===== config.mk =====
export PLATFORM = sky130hd
export DESIGN_NAME = escaped_frame_decoder_checksum_top
export DESIGN_NICKNAME = d
export VERILOG_FILES = /design/src/efdc_pkg.sv /design/src/efdc_front.sv /design/src/efdc_queue.sv /design/src/efdc_back.sv /design/src/escaped_frame_decoder_checksum_top.sv
export SDC_FILE = /design/constraint.sdc
export NUM_CORES = 1
export LEC_CHECK = 0
export ABC_CLOCK_PERIOD_IN_PS = 3100
export CORE_ASPECT_RATIO = 0.6
export CORE_UTILIZATION = 50
export CTS_BUF_LIST = sky130_fd_sc_hd__clkbuf_2 sky130_fd_sc_hd__clkbuf_4 sky130_fd_sc_hd__clkbuf_8
export DETAILED_ROUTE_END_ITERATION = 10
export DONT_BUFFER_PORTS = 1
export HOLD_SLACK_MARGIN = 0.08
export PLACE_DENSITY = 0.76
export SYNTH_ARGS = -nofsm -noshare
export SYNTH_HDL_FRONTEND = slang
export SYNTH_SLANG_ARGS = --single-unit

===== constraint.sdc =====
create_clock -name clk_i -period 3.1 [get_ports clk_i]
set_input_delay 0.62 -clock clk_i [delete_from_list [all_inputs] [get_ports clk_i]]
set_output_delay 0.62 -clock clk_i [all_outputs]
set_load 0.03 [all_outputs]

===== src/efdc_pkg.sv =====
package efdc_pkg;

  // largest payload a frame may carry
  localparam int unsigned MaxPayload = 11;
  localparam int unsigned CntW       = $clog2(MaxPayload + 1);
  localparam int unsigned IdxW       = $clog2(MaxPayload);

  localparam logic [7:0] SymStart = 8'hEA;
  localparam logic [7:0] SymEnd   = 8'hED;
  localparam logic [7:0] SymEsc   = 8'hEB;

  localparam logic [7:0] CmdDirection = 8'h01;
  localparam logic [7:0] ArgOne       = 8'h01;
  localparam logic [7:0] ArgZero      = 8'h00;

  // direction flag bits
  localparam int unsigned FlagUp   = 0;
  localparam int unsigned FlagDown = 1;
  localparam int unsigned FlagStop = 2;

  localparam logic [2:0] FlagsUpStop   = 3'b101;
  localparam logic [2:0] FlagsDownStop = 3'b110;
  localparam logic [2:0] FlagsNone     = 3'b000;

  typedef enum logic [1:0] {
    KIND_DATA,
    KIND_START,
    KIND_END,
    KIND_ESC
  } sym_kind_e;

  typedef struct packed {
    sym_kind_e  kind;
    logic [7:0] data;
  } item_t;

  typedef struct packed {
    logic       motor_stop_request;
    logic       stop_command;
    logic       down_command;
    logic       up_command;
    logic [7:0] command_code;
    logic       checksum_bad;
    logic [3:0] frame_length;
  } result_t;

  localparam int unsigned ResW  = $bits(result_t);
  localparam int unsigned OutDW = ((ResW + 7) / 8) * 8;

endpackage


===== src/efdc_front.sv =====
module efdc_front (
  input  logic           in_valid_i,
  input  logic [7:0]     in_data_i,
  output logic           in_ready_o,
  input  logic           q_full_i,
  output logic           push_o,
  output efdc_pkg::item_t item_o
);
  import efdc_pkg::*;

  sym_kind_e kind;

  always_comb begin
    unique case (in_data_i)
      SymStart: kind = KIND_START;
      SymEnd:   kind = KIND_END;
      SymEsc:   kind = KIND_ESC;
      default:  kind = KIND_DATA;
    endcase
  end

  assign in_ready_o  = !q_full_i;
  assign push_o      = in_valid_i && !q_full_i;
  assign item_o.kind = kind;
  assign item_o.data = in_data_i;

endmodule


===== src/efdc_queue.sv =====
module efdc_queue (
  input  logic            clk_i,
  input  logic            rst_ni,
  input  logic            push_i,
  input  efdc_pkg::item_t item_i,
  output logic            full_o,
  input  logic            pop_i,
  output logic            valid_o,
  output efdc_pkg::item_t item_o
);
  import efdc_pkg::*;

  item_t      mem_q [2];
  logic       wr_ptr_q, rd_ptr_q;
  logic [1:0] cnt_q;

  assign full_o  = (cnt_q == 2'd2);
  assign valid_o = (cnt_q != 2'd0);
  assign item_o  = mem_q[rd_ptr_q];

  always_ff @(posedge clk_i) begin
    if (push_i) begin
      mem_q[wr_ptr_q] <= item_i;
    end
  end

  always_ff @(posedge clk_i or negedge rst_ni) begin
    if (!rst_ni) begin
      wr_ptr_q <= 1'b0;
      rd_ptr_q <= 1'b0;
      cnt_q    <= 2'd0;
    end else begin
      if (push_i) begin
        wr_ptr_q <= !wr_ptr_q;
      end
      if (pop_i) begin
        rd_ptr_q <= !rd_ptr_q;
      end
      if (push_i && !pop_i) begin
        cnt_q <= cnt_q + 2'd1;
      end else if (pop_i && !push_i) begin
        cnt_q <= cnt_q - 2'd1;
      end
    end
  end

endmodule


===== src/efdc_back.sv =====
module efdc_back (
  input  logic              clk_i,
  input  logic              rst_ni,
  input  logic              op_valid_i,
  input  efdc_pkg::item_t   op_i,
  output logic              pop_o,
  output logic              out_valid_o,
  input  logic              out_ready_i,
  output efdc_pkg::result_t out_o
);
  import efdc_pkg::*;

  logic            in_frame_q, in_frame_d;
  logic            esc_q, esc_d;
  logic [CntW-1:0] cnt_q, cnt_d;
  logic [7:0]      sum_q, sum_d;
  logic [7:0]      last_q;
  logic [7:0]      store_q [MaxPayload];
  logic [2:0]      flags_q, flags_d;
  logic            out_valid_q, out_valid_d;
  result_t         out_q, res;

  logic       produce, wr_en;
  logic [7:0] last_byte;
  logic       bad, stop_req;

  // only a closing byte needs a free output slot
  assign produce = in_frame_q && !esc_q && (op_i.kind == KIND_END);
  assign pop_o   = op_valid_i && (!produce || !out_valid_q || out_ready_i);

  always_comb begin
    in_frame_d = in_frame_q;
    esc_d      = esc_q;
    cnt_d      = cnt_q;
    sum_d      = sum_q;
    flags_d    = flags_q;
    wr_en      = 1'b0;
    stop_req   = 1'b0;

    last_byte = (cnt_q == '0) ? 8'h00 : last_q;
    bad       = (sum_q != last_byte);

    if (pop_o) begin
      if (!in_frame_q) begin
        if (op_i.kind == KIND_START) begin
          in_frame_d = 1'b1;
          esc_d      = 1'b0;
          cnt_d      = '0;
          sum_d      = 8'h00;
        end
      end else if (esc_q || op_i.kind == KIND_DATA) begin
        if (esc_q && op_i.kind == KIND_DATA) begin
          // escaped ordinary byte aborts the frame
          in_frame_d = 1'b0;
          esc_d      = 1'b0;
          cnt_d      = '0;
          sum_d      = 8'h00;
        end else if (cnt_q >= CntW'(MaxPayload)) begin
          in_frame_d = 1'b0;
          esc_d      = 1'b0;
          cnt_d      = '0;
          sum_d      = 8'h00;
        end else begin
          wr_en = 1'b1;
          if (cnt_q != '0) begin
            sum_d = sum_q + last_q;
          end
          cnt_d = cnt_q + CntW'(1);
          esc_d = 1'b0;
        end
      end else if (op_i.kind == KIND_ESC) begin
        esc_d = 1'b1;
      end else if (op_i.kind == KIND_END) begin
        in_frame_d = 1'b0;
        esc_d      = 1'b0;
        if (!bad && store_q[1] == CmdDirection) begin
          if (store_q[2] == ArgOne) begin
            stop_req = 1'b1;
            if (store_q[3] == ArgOne) begin
              flags_d = FlagsUpStop;
            end else if (store_q[3] == ArgZero) begin
              flags_d = FlagsDownStop;
            end
          end else if (store_q[2] == ArgZero) begin
            flags_d = FlagsNone;
          end
        end
      end else begin
        // start inside a frame restarts it
        in_frame_d = 1'b1;
        esc_d      = 1'b0;
        cnt_d      = '0;
        sum_d      = 8'h00;
      end
    end

    res.frame_length       = 4'(cnt_q);
    res.checksum_bad       = bad;
    res.command_code       = store_q[1];
    res.up_command         = flags_d[FlagUp];
    res.down_command       = flags_d[FlagDown];
    res.stop_command       = flags_d[FlagStop];
    res.motor_stop_request = stop_req;

    out_valid_d = out_valid_q && !out_ready_i;
    if (pop_o && produce) begin
      out_valid_d = 1'b1;
    end
  end

  always_ff @(posedge clk_i or negedge rst_ni) begin
    if (!rst_ni) begin
      for (int i = 0; i < MaxPayload; i++) begin
        store_q[i] <= 8'h00;
      end
    end else if (wr_en) begin
      store_q[cnt_q[IdxW-1:0]] <= op_i.data;
    end
  end

  always_ff @(posedge clk_i) begin
    if (wr_en) begin
      last_q <= op_i.data;
    end
    if (pop_o && produce) begin
      out_q <= res;
    end
  end

  always_ff @(posedge clk_i or negedge rst_ni) begin
    if (!rst_ni) begin
      in_frame_q  <= 1'b0;
      esc_q       <= 1'b0;
      cnt_q       <= '0;
      sum_q       <= 8'h00;
      flags_q     <= FlagsNone;
      out_valid_q <= 1'b0;
    end else begin
      in_frame_q  <= in_frame_d;
      esc_q       <= esc_d;
      cnt_q       <= cnt_d;
      sum_q       <= sum_d;
      flags_q     <= flags_d;
      out_valid_q <= out_valid_d;
    end
  end

  assign out_valid_o = out_valid_q;
  assign out_o       = out_q;

endmodule


===== src/escaped_frame_decoder_checksum_top.sv =====
// byte-stuffed frame decoder: takes one received byte per transfer, one byte per
// clock sustained unless a closing byte waits on a stalled result. frames open
// with 0xea and close with 0xed; 0xeb makes the following special byte literal,
// and an escaped ordinary byte or a payload longer than 11 bytes drops the frame
// silently. each closed frame gives one result transfer carrying its length, a
// checksum flag (mod-256 sum of all payload bytes but the last, compared with the
// last), the command byte at payload position two and the held up/down/stop
// command flags, plus a one-shot motor stop request. bytes pass a two-entry queue
// into the frame engine: a closing byte is held in the queue, then its result in
// the result register, before the result is offered. only a closing byte waits
// on a full result register; other bytes keep flowing while a result is stalled
module escaped_frame_decoder_checksum_top (
  input  logic                          clk_i,
  input  logic                          rst_ni,
  // rx_byte [7:0]
  input  logic                          s_axis_tvalid,
  output logic                          s_axis_tready,
  input  logic [7:0]                    s_axis_tdata,
  // frame_length [3:0], checksum_bad [4], command_code [12:5], up_command [13],
  // down_command [14], stop_command [15], motor_stop_request [16], zeros above
  output logic                          m_axis_tvalid,
  input  logic                          m_axis_tready,
  output logic [efdc_pkg::OutDW-1:0]    m_axis_tdata
);
  import efdc_pkg::*;

  item_t   push_item, head_item;
  logic    push, q_full, q_valid, pop;
  result_t res;

  // front end: byte classification and input handshake
  efdc_front u_front (
    .in_valid_i (s_axis_tvalid),
    .in_data_i  (s_axis_tdata),
    .in_ready_o (s_axis_tready),
    .q_full_i   (q_full),
    .push_o     (push),
    .item_o     (push_item)
  );

  // decoupling queue between classifier and frame engine
  efdc_queue u_queue (
    .clk_i   (clk_i),
    .rst_ni  (rst_ni),
    .push_i  (push),
    .item_i  (push_item),
    .full_o  (q_full),
    .pop_i   (pop),
    .valid_o (q_valid),
    .item_o  (head_item)
  );

  // back end: frame state, payload store, checksum and command decode
  efdc_back u_back (
    .clk_i       (clk_i),
    .rst_ni      (rst_ni),
    .op_valid_i  (q_valid),
    .op_i        (head_item),
    .pop_o       (pop),
    .out_valid_o (m_axis_tvalid),
    .out_ready_i (m_axis_tready),
    .out_o       (res)
  );

  assign m_axis_tdata = OutDW'(res);

endmodule


==> results by group, run 1 <==
Pwr
  – Peak VDD IR: approximately 410 µV
  – Tot Pwr: roughly 4.5 mW
  – Lkg Pwr: 1.87 nW
  – Power per Cell Area: roughly 990 nW/µm²

STA
  – Relative slew slack: 0.506
  – Fin. Hold Viols: 0
  – Worst-Margin Slew: between 700 and 800 ps
  – Fmax: ~0.37 GHz
  – TNS Setup: 0 ps
  – Clk_skew: ~13 ps
  – Final Setup Violations: 0
  – Slew Limit Fails: 0
  – Tmin final: 2720 ps
  – RSZ-0062 raised after global routing: false
  – Tcrit/Tclk final: 0.876

Floorplan
  – Ports: 38
  – Core Region: 8010 µm²
  – Effective utilization at floorplan: 0.525
  – Die width: 120 µm
  – Die Span Y: 73.0 µm
  – Num rows: 25
  – Die area: about 8800 µm²

Finish
  – Finished Layout Cells: 438
  – Nets@finish: roughly 350
  – Fin area: about 4500 µm²
  – Area delta synth->final: 8.07%
  – Layout cells sized above 1: 0.200
  – Antenna diodes: 0
  – Most common cell after layout, fill and taps aside: dfrtp_1
  – Most frequent cells in the layout: dfrtp_1 (46), edfxtp_1 (45), mux2_2 (33), inv_1 (18), ha_1 (14)
  – Filler instances: 645

Critical path
  – CP endpoint kind: flip-flop
  – Kind of critical path: reg2reg
  – Worst r2r path cells: 9
  – Capture point of the worst reg-to-reg path: u_back.sum_q[1]$_DFFE_PN0P_
  – Data required, critical path: ~3400 ps
  – Worst-path fanout max: 13
  – Arr. time, crit path: around 3000 ps
  – R2r startpoint: u_queue.mem_q[1][8]$_DFFE_PP_
  – CP startpoint kind: flip-flop
  – FF-to-FF setup slack: about 380 ps

Global routing
  – Vias in the first global route: approximately 2500
  – Largest net degree at the start of global routing: 47
  – Gr usage total: 0.210
  – Global-route wire length before repair: around 13 mm
  – Total grt overflow: 0
  – Antenna violations before repair: 0

Yosys
  – Area leader, netlist: edfxtp_1
  – Ys flop type: dfrtp_1
  – Flops & latches, synth: 91
  – Syn avg cell area: about 14 µm²
  – Count of cell types in the netlist: 56
  – Top post-synthesis cells by area: edfxtp_1 (32%), dfrtp_1 (27%), mux2_2 (8.8%), ha_1 (4.2%), a22o_1 (1.7%)
  – Synth top area share: 0.322
  – Proportion of synthesized flip-flops having asynchronous set or reset: 0.505
  – Warnings from Yosys: 0
  – Post-synth EDFFs: 45
  – Sequential area share after synthesis: 0.596
  – Synth Instances: ~310
  – Syn Std Cell Area: 4200 µm²

Clock network
  – H-tree depth: 3
  – Clk sink count: 91
  – Clock Latency Late Sink: 370 ps
  – CTS tree: yes
  – CTS Buf Count: 9
  – Clock tree buffer depth: 2
  – CTS resizes: 0
  – Clk pin slew, worst setup/hold paths: ~100 ps
  – Root buf cell: clkbuf_8

Routing
  – Total vias in the final route: 2530
  – Total length of routed wires: approximately 8 mm
  – Mean routed wirelength per cell: roughly 19 µm
  – DRC: 0
  – DRT Pass-1 Iters: 5
  – First DRT Iteration DRCs: between 300 and 400
  – Post-route antenna net violation count: 0
  – Vias per inst: slightly below 6

Run
  – Max Cap Violations: 0

Placement
  – Post-DP HPWL: ~5.9 mm
  – GP Congestion: around 0.92
  – Port Buffers: 0
  – # placed instances: between 400 and 500
  – Area after DPL: roughly 4300 µm²

Min path
  – Worst Hold Class: in2async

Run status
  – Status: complete, no violations
-- sequential cells by signal, indices dropped and copies added (netlist names) --
name and count:
u_back.out_valid_o 1, u_queue.mem_q 20, u_back.esc_q 1, u_back.sum_q 8, u_back.res 8, u_queue.cnt_q 2, u_back.store_q 16, u_queue.wr_ptr_q 1
u_back.last_q 8, u_queue.rd_ptr_q 1, u_back.cnt_q 4, u_back.in_frame_q 1, u_back.flags_q 3, u_back.out_o 17
-- where the power goes --
group	leakage (nW)	switching [mW]	internal [mW]
logic	0.776	0.935	0.702
clock network	0.0902	0.441	0.304
registers	0.999	0.384	1.72
total	1.87	1.76	2.72
-- Yosys cell counts, drive strengths merged (5+ instances only) --
| master | count |
|---|---|
| a21oi | 8 |
| a22o | 8 |
| buf | 9 |
| dfrtp | 46 |
| edfxtp | 45 |
| ha | 14 |
| inv | 18 |
| mux2 | 34 |
| nand2 | 13 |
| nand3 | 11 |
| nor2 | 13 |
| nor2b | 7 |
| nor3 | 5 |
| o21ai | 6 |
| xnor2 | 5 |
| xor2 | 5 |
-- metal layers --
metal  up-vias  global-route usage  share of wire
li1       1181                   -              -
met1      1267               0.316           0.52
met2        73               0.290           0.41
met3         9              0.0578          0.057
met4         0              0.0741          0.013
met5         -                   0              0
-- logic make-up (layout without fill, tap and decap cells) --
kind of cell               count (synthesis)  after routing  share of synthesized area
DFF                                       91             91                      0.596
and+or+nand+nor                           81             81                      0.116
xor gates and xnor gates                  10             10                     0.0208
muxes                                     36             36                     0.0968
AOI/OAI and AO/OA                         49             49                     0.0905
adders and majority gates                 15             15                     0.0465
other                                      1              7                   0.000893
buffers and inverters                     28             41                     0.0333
-- cell type report --
| cell class | count | area (µm²) | share of cell area |
|---|---|---|---|
| Clock inverter | 7 | 57.6 | 0.0127 |
| Sequential cell | 91 | 2500 | 0.551 |
| Timing Repair Buffer | 7 | 72.6 | 0.0160 |
| Inverter | 18 | 67.6 | 0.0149 |
| Tap cell | 108 | 135 | 0.0298 |
| Multi-Input combinational cell | 198 | 1580 | 0.348 |
| Clock buffer | 9 | 124 | 0.0273 |
-- worst max-delay path: stages, from the launching register on --
cell	delay (ps)
edfxtp_1	450
mux2i_1	300
nand2_1	120
ha_1	260
nor2_1	140
nand3_1	180
a211oi_4	470
buf_4	290
and2_1	280
a22o_1	170
-- how the worst max path moves through the flow --
stage	end	from	depth (start not counted)	slack (ps)
after global routing	u_back.sum_q[4]$_DFFE_PN0P_	u_queue.mem_q[1][8]$_DFFE_PP_	9	150
after floorplan	u_back.res[6]$_DFFE_PN0P_	u_queue.rd_ptr_q$_DFFE_PN0P_	9	450
after detailed placement	u_back.sum_q[1]$_DFFE_PN0P_	u_queue.rd_ptr_q$_DFFE_PN0P_	9	410
after CTS	u_back.sum_q[1]$_DFFE_PN0P_	u_queue.rd_ptr_q$_DFFE_PN0P_	9	390
after global placement	u_back.sum_q[2]$_DFFE_PN0P_	u_queue.rd_ptr_q$_DFFE_PN0P_	9	510
final	u_back.sum_q[1]$_DFFE_PN0P_	u_queue.mem_q[1][8]$_DFFE_PP_	9	380
-- what timing repair did --
action,4_1_cts,5_1_grt
endpoints found under the hold margin,46,0
hold buffers,1,0
setup buffers,0,0
-- metrics by stage --
stage          hold WS, ps  setup WS (ps)  utilization
6_report              90.9            383        0.567
5_1_grt               86.4            146        0.567
4_1_cts               90.5            394        0.567
3_5_place_dp           325            411        0.541
3_3_place_gp           325            513        0.541
2_1_floorplan          324            448            -
No activity file was read; power rests on OpenSTA's default activity.
==> run 2: changes to the inputs <==
RECOVER_POWER = 50   (was unset)
==> run 2 against run 1 <==
  * The flow now finishes with violations (max-capacitance violations, max-slew violations)
  * Critical path depth down 2
  * Die area is the same
  * Non-clock buffer count did not move
  * Critical endpoint unchanged
  * Highest routed layer unchanged
==> results by group, run 2 (synthesis results as in run 1) <==
Routing
  – DRC: 0
  – Post-route antenna net violation count: 0
  – First DRT Iteration DRCs: just under 300
  – Mean routed wirelength per cell: between 15 and 20 µm
  – DRT Pass-1 Iters: 4
  – Vias per inst: between 5 and 6
  – Total length of routed wires: 8.10 mm
  – Total vias in the final route: about 2500

Global routing
  – Global-route wire length before repair: approximately 13 mm
  – Vias in the first global route: ~2500
  – Antenna violations before repair: 0
  – Total grt overflow: 0
  – Largest net degree at the start of global routing: 47
  – Gr usage total: 0.210

STA
  – Relative slew slack: -0.617
  – RSZ-0062 raised after global routing: false
  – Tcrit/Tclk final: 0.889
  – Clk_skew: between 10 and 15 ps
  – Slew Limit Fails: between 40 and 50
  – Final Setup Violations: 0
  – Fin. Hold Viols: 0
  – TNS Setup: 0 ps
  – Fmax: roughly 0.36 GHz
  – Worst-Margin Slew: 2430 ps
  – Tmin final: approximately 2800 ps

Floorplan
  – Num rows: 25
  – Ports: 38
  – Die area: 8790 µm²
  – Effective utilization at floorplan: 0.525
  – Die Span Y: around 73 µm
  – Core Region: 8010 µm²
  – Die width: around 120 µm

Min path
  – Worst Hold Class: in2reg
  – Worst hold stages: 0
  – Hold endpoint: u_queue.mem_q[1][1]$_DFFE_PP_
  – HP Start: s_axis_tdata[1]

Finish
  – Fin area: between 4000 and 5000 µm²
  – Nets@finish: ~350
  – Antenna diodes: 0
  – Max reg flops: 20
  – Layout cells sized above 1: 0.173
  – Most frequent cells in the layout: dfrtp_1 (46), edfxtp_1 (45), mux2_2 (26), inv_1 (18), ha_1 (14)
  – Biggest register: u_queue.mem_q
  – Area delta synth->final: 7.42%
  – Most common cell after layout, fill and taps aside: dfrtp_1

Critical path
  – FF-to-FF setup slack: between 300 and 400 ps
  – Cell Chain, Critical Path: clkbuf_1 -> nor2_1 -> a31o_4 -> a211oi_4 -> buf_4 -> and2_1 -> a22o_1
  – Worst-path fanout max: 14
  – Crit path max-delay family: buffers and inverters
  – Capture point of the worst reg-to-reg path: u_back.sum_q[1]$_DFFE_PN0P_
  – Worst Path Buf+Inv: 2
  – R2r startpoint: u_queue.rd_ptr_q$_DFFE_PN0P_
  – Worst r2r path cells: 7
  – Data required, critical path: 3400 ps
  – Crit-path max cell delay: roughly 620 ps
  – CP endpoint kind: flip-flop
  – Arr. time, crit path: roughly 3000 ps
  – Slowest-stage cell, CP: clkbuf_1
  – CP startpoint kind: flip-flop
  – Kind of critical path: reg2reg

Clock network
  – Clk pin slew, worst setup/hold paths: 100 ps
  – Root buf cell: clkbuf_8
  – CTS resizes: 0
  – Clk sink count: between 90 and 100
  – Clock tree buffer depth: 2
  – Clock Latency Late Sink: roughly 370 ps
  – CTS Buf Count: 9
  – # hold bufs at CTS: 1
  – H-tree depth: 3
  – CTS tree: yes
  – Post-CTS setup buffer count: 0

Pwr
  – Power per Cell Area: 988 nW/µm²
  – Lkg Pwr: 1.85 nW
  – Peak VDD IR: just over 400 µV

Placement
  – Area after DPL: 4330 µm²
  – Port Buffers: 0
  – Post-DP HPWL: 5.95 mm
  – GP Congestion: 0.918

Run status
  – Failing checks: max-capacitance violations, max-slew violations
  – Status: finished, violations left

Run
  – Max Cap Violations: 1
[run 2: cell types whose count changed in the layout (fill, tap and decap cells not counted)]
cell      before  now
buf_4          6    5
mux2_1         0    7
buf_16         1    0
mux2_2        33   26
clkbuf_1       0    2
[run 2: power by group]
part / leakage [nW] / internal, mW / total, mW / switching, mW
logic: 0.761 / 0.680 / 1.61 / 0.933
registers: 0.999 / 1.72 / 2.10 / 0.382
clock network: 0.0902 / 0.304 / 0.748 / 0.444
total: 1.85 / 2.70 / 4.46 / 1.76
[run 2: worst max path at each step]
stage	startpoint	end	slack [ps]	cells past startpoint
6_report	u_queue.rd_ptr_q$_DFFE_PN0P_	u_back.sum_q[1]$_DFFE_PN0P_	340	7
5_1_grt	u_queue.rd_ptr_q$_DFFE_PN0P_	u_back.sum_q[4]$_DFFE_PN0P_	110	7
4_1_cts	u_queue.rd_ptr_q$_DFFE_PN0P_	u_back.sum_q[1]$_DFFE_PN0P_	390	9
3_5_place_dp	u_queue.rd_ptr_q$_DFFE_PN0P_	u_back.sum_q[1]$_DFFE_PN0P_	410	9
3_3_place_gp	u_queue.rd_ptr_q$_DFFE_PN0P_	u_back.sum_q[2]$_DFFE_PN0P_	510	9
2_1_floorplan	u_queue.rd_ptr_q$_DFFE_PN0P_	u_back.res[6]$_DFFE_PN0P_	450	9
[run 2: worst reg2reg max path, stage by stage (launching register included)]
cell	delay, ps
dfrtp_1	410
clkbuf_1	620
nor2_1	200
a31o_4	310
a211oi_4	420
buf_4	290
and2_1	280
a22o_1	170
[run 2: metal layers]
metal | GRT usage | wire, µm
met1 | 0.316 | 4010
met2 | 0.290 | 3350
met3 | 0.0578 | 652
met4 | 0.0741 | 86
met5 | 0 | 0
[run 2: through the flow]
step	hold slack, ps	power [mW]	std cells	setup WS, ps	util
CTS	90.5	4.48	438	394	0.567
global placement	325	3.68	421	513	0.541
detailed placement	325	3.73	421	411	0.541
floorplan	324	3.28	317	448	-
global route	316	4.75	438	112	0.564
finish	338	4.46	438	344	0.564
[run 2: area by class of cell]
| type | instances | area (µm²) |
|---|---|---|
| well taps | 108 | 135 |
| flip-flops and latches | 91 | 2500 |
| fillers | 650 | 3490 |
| inverters | 18 | 67.6 |
| clock buffers | 9 | 124 |
| multi-input cells | 198 | 1580 |
| clock inverters | 7 | 57.6 |
| repair buffers | 7 | 45.0 |
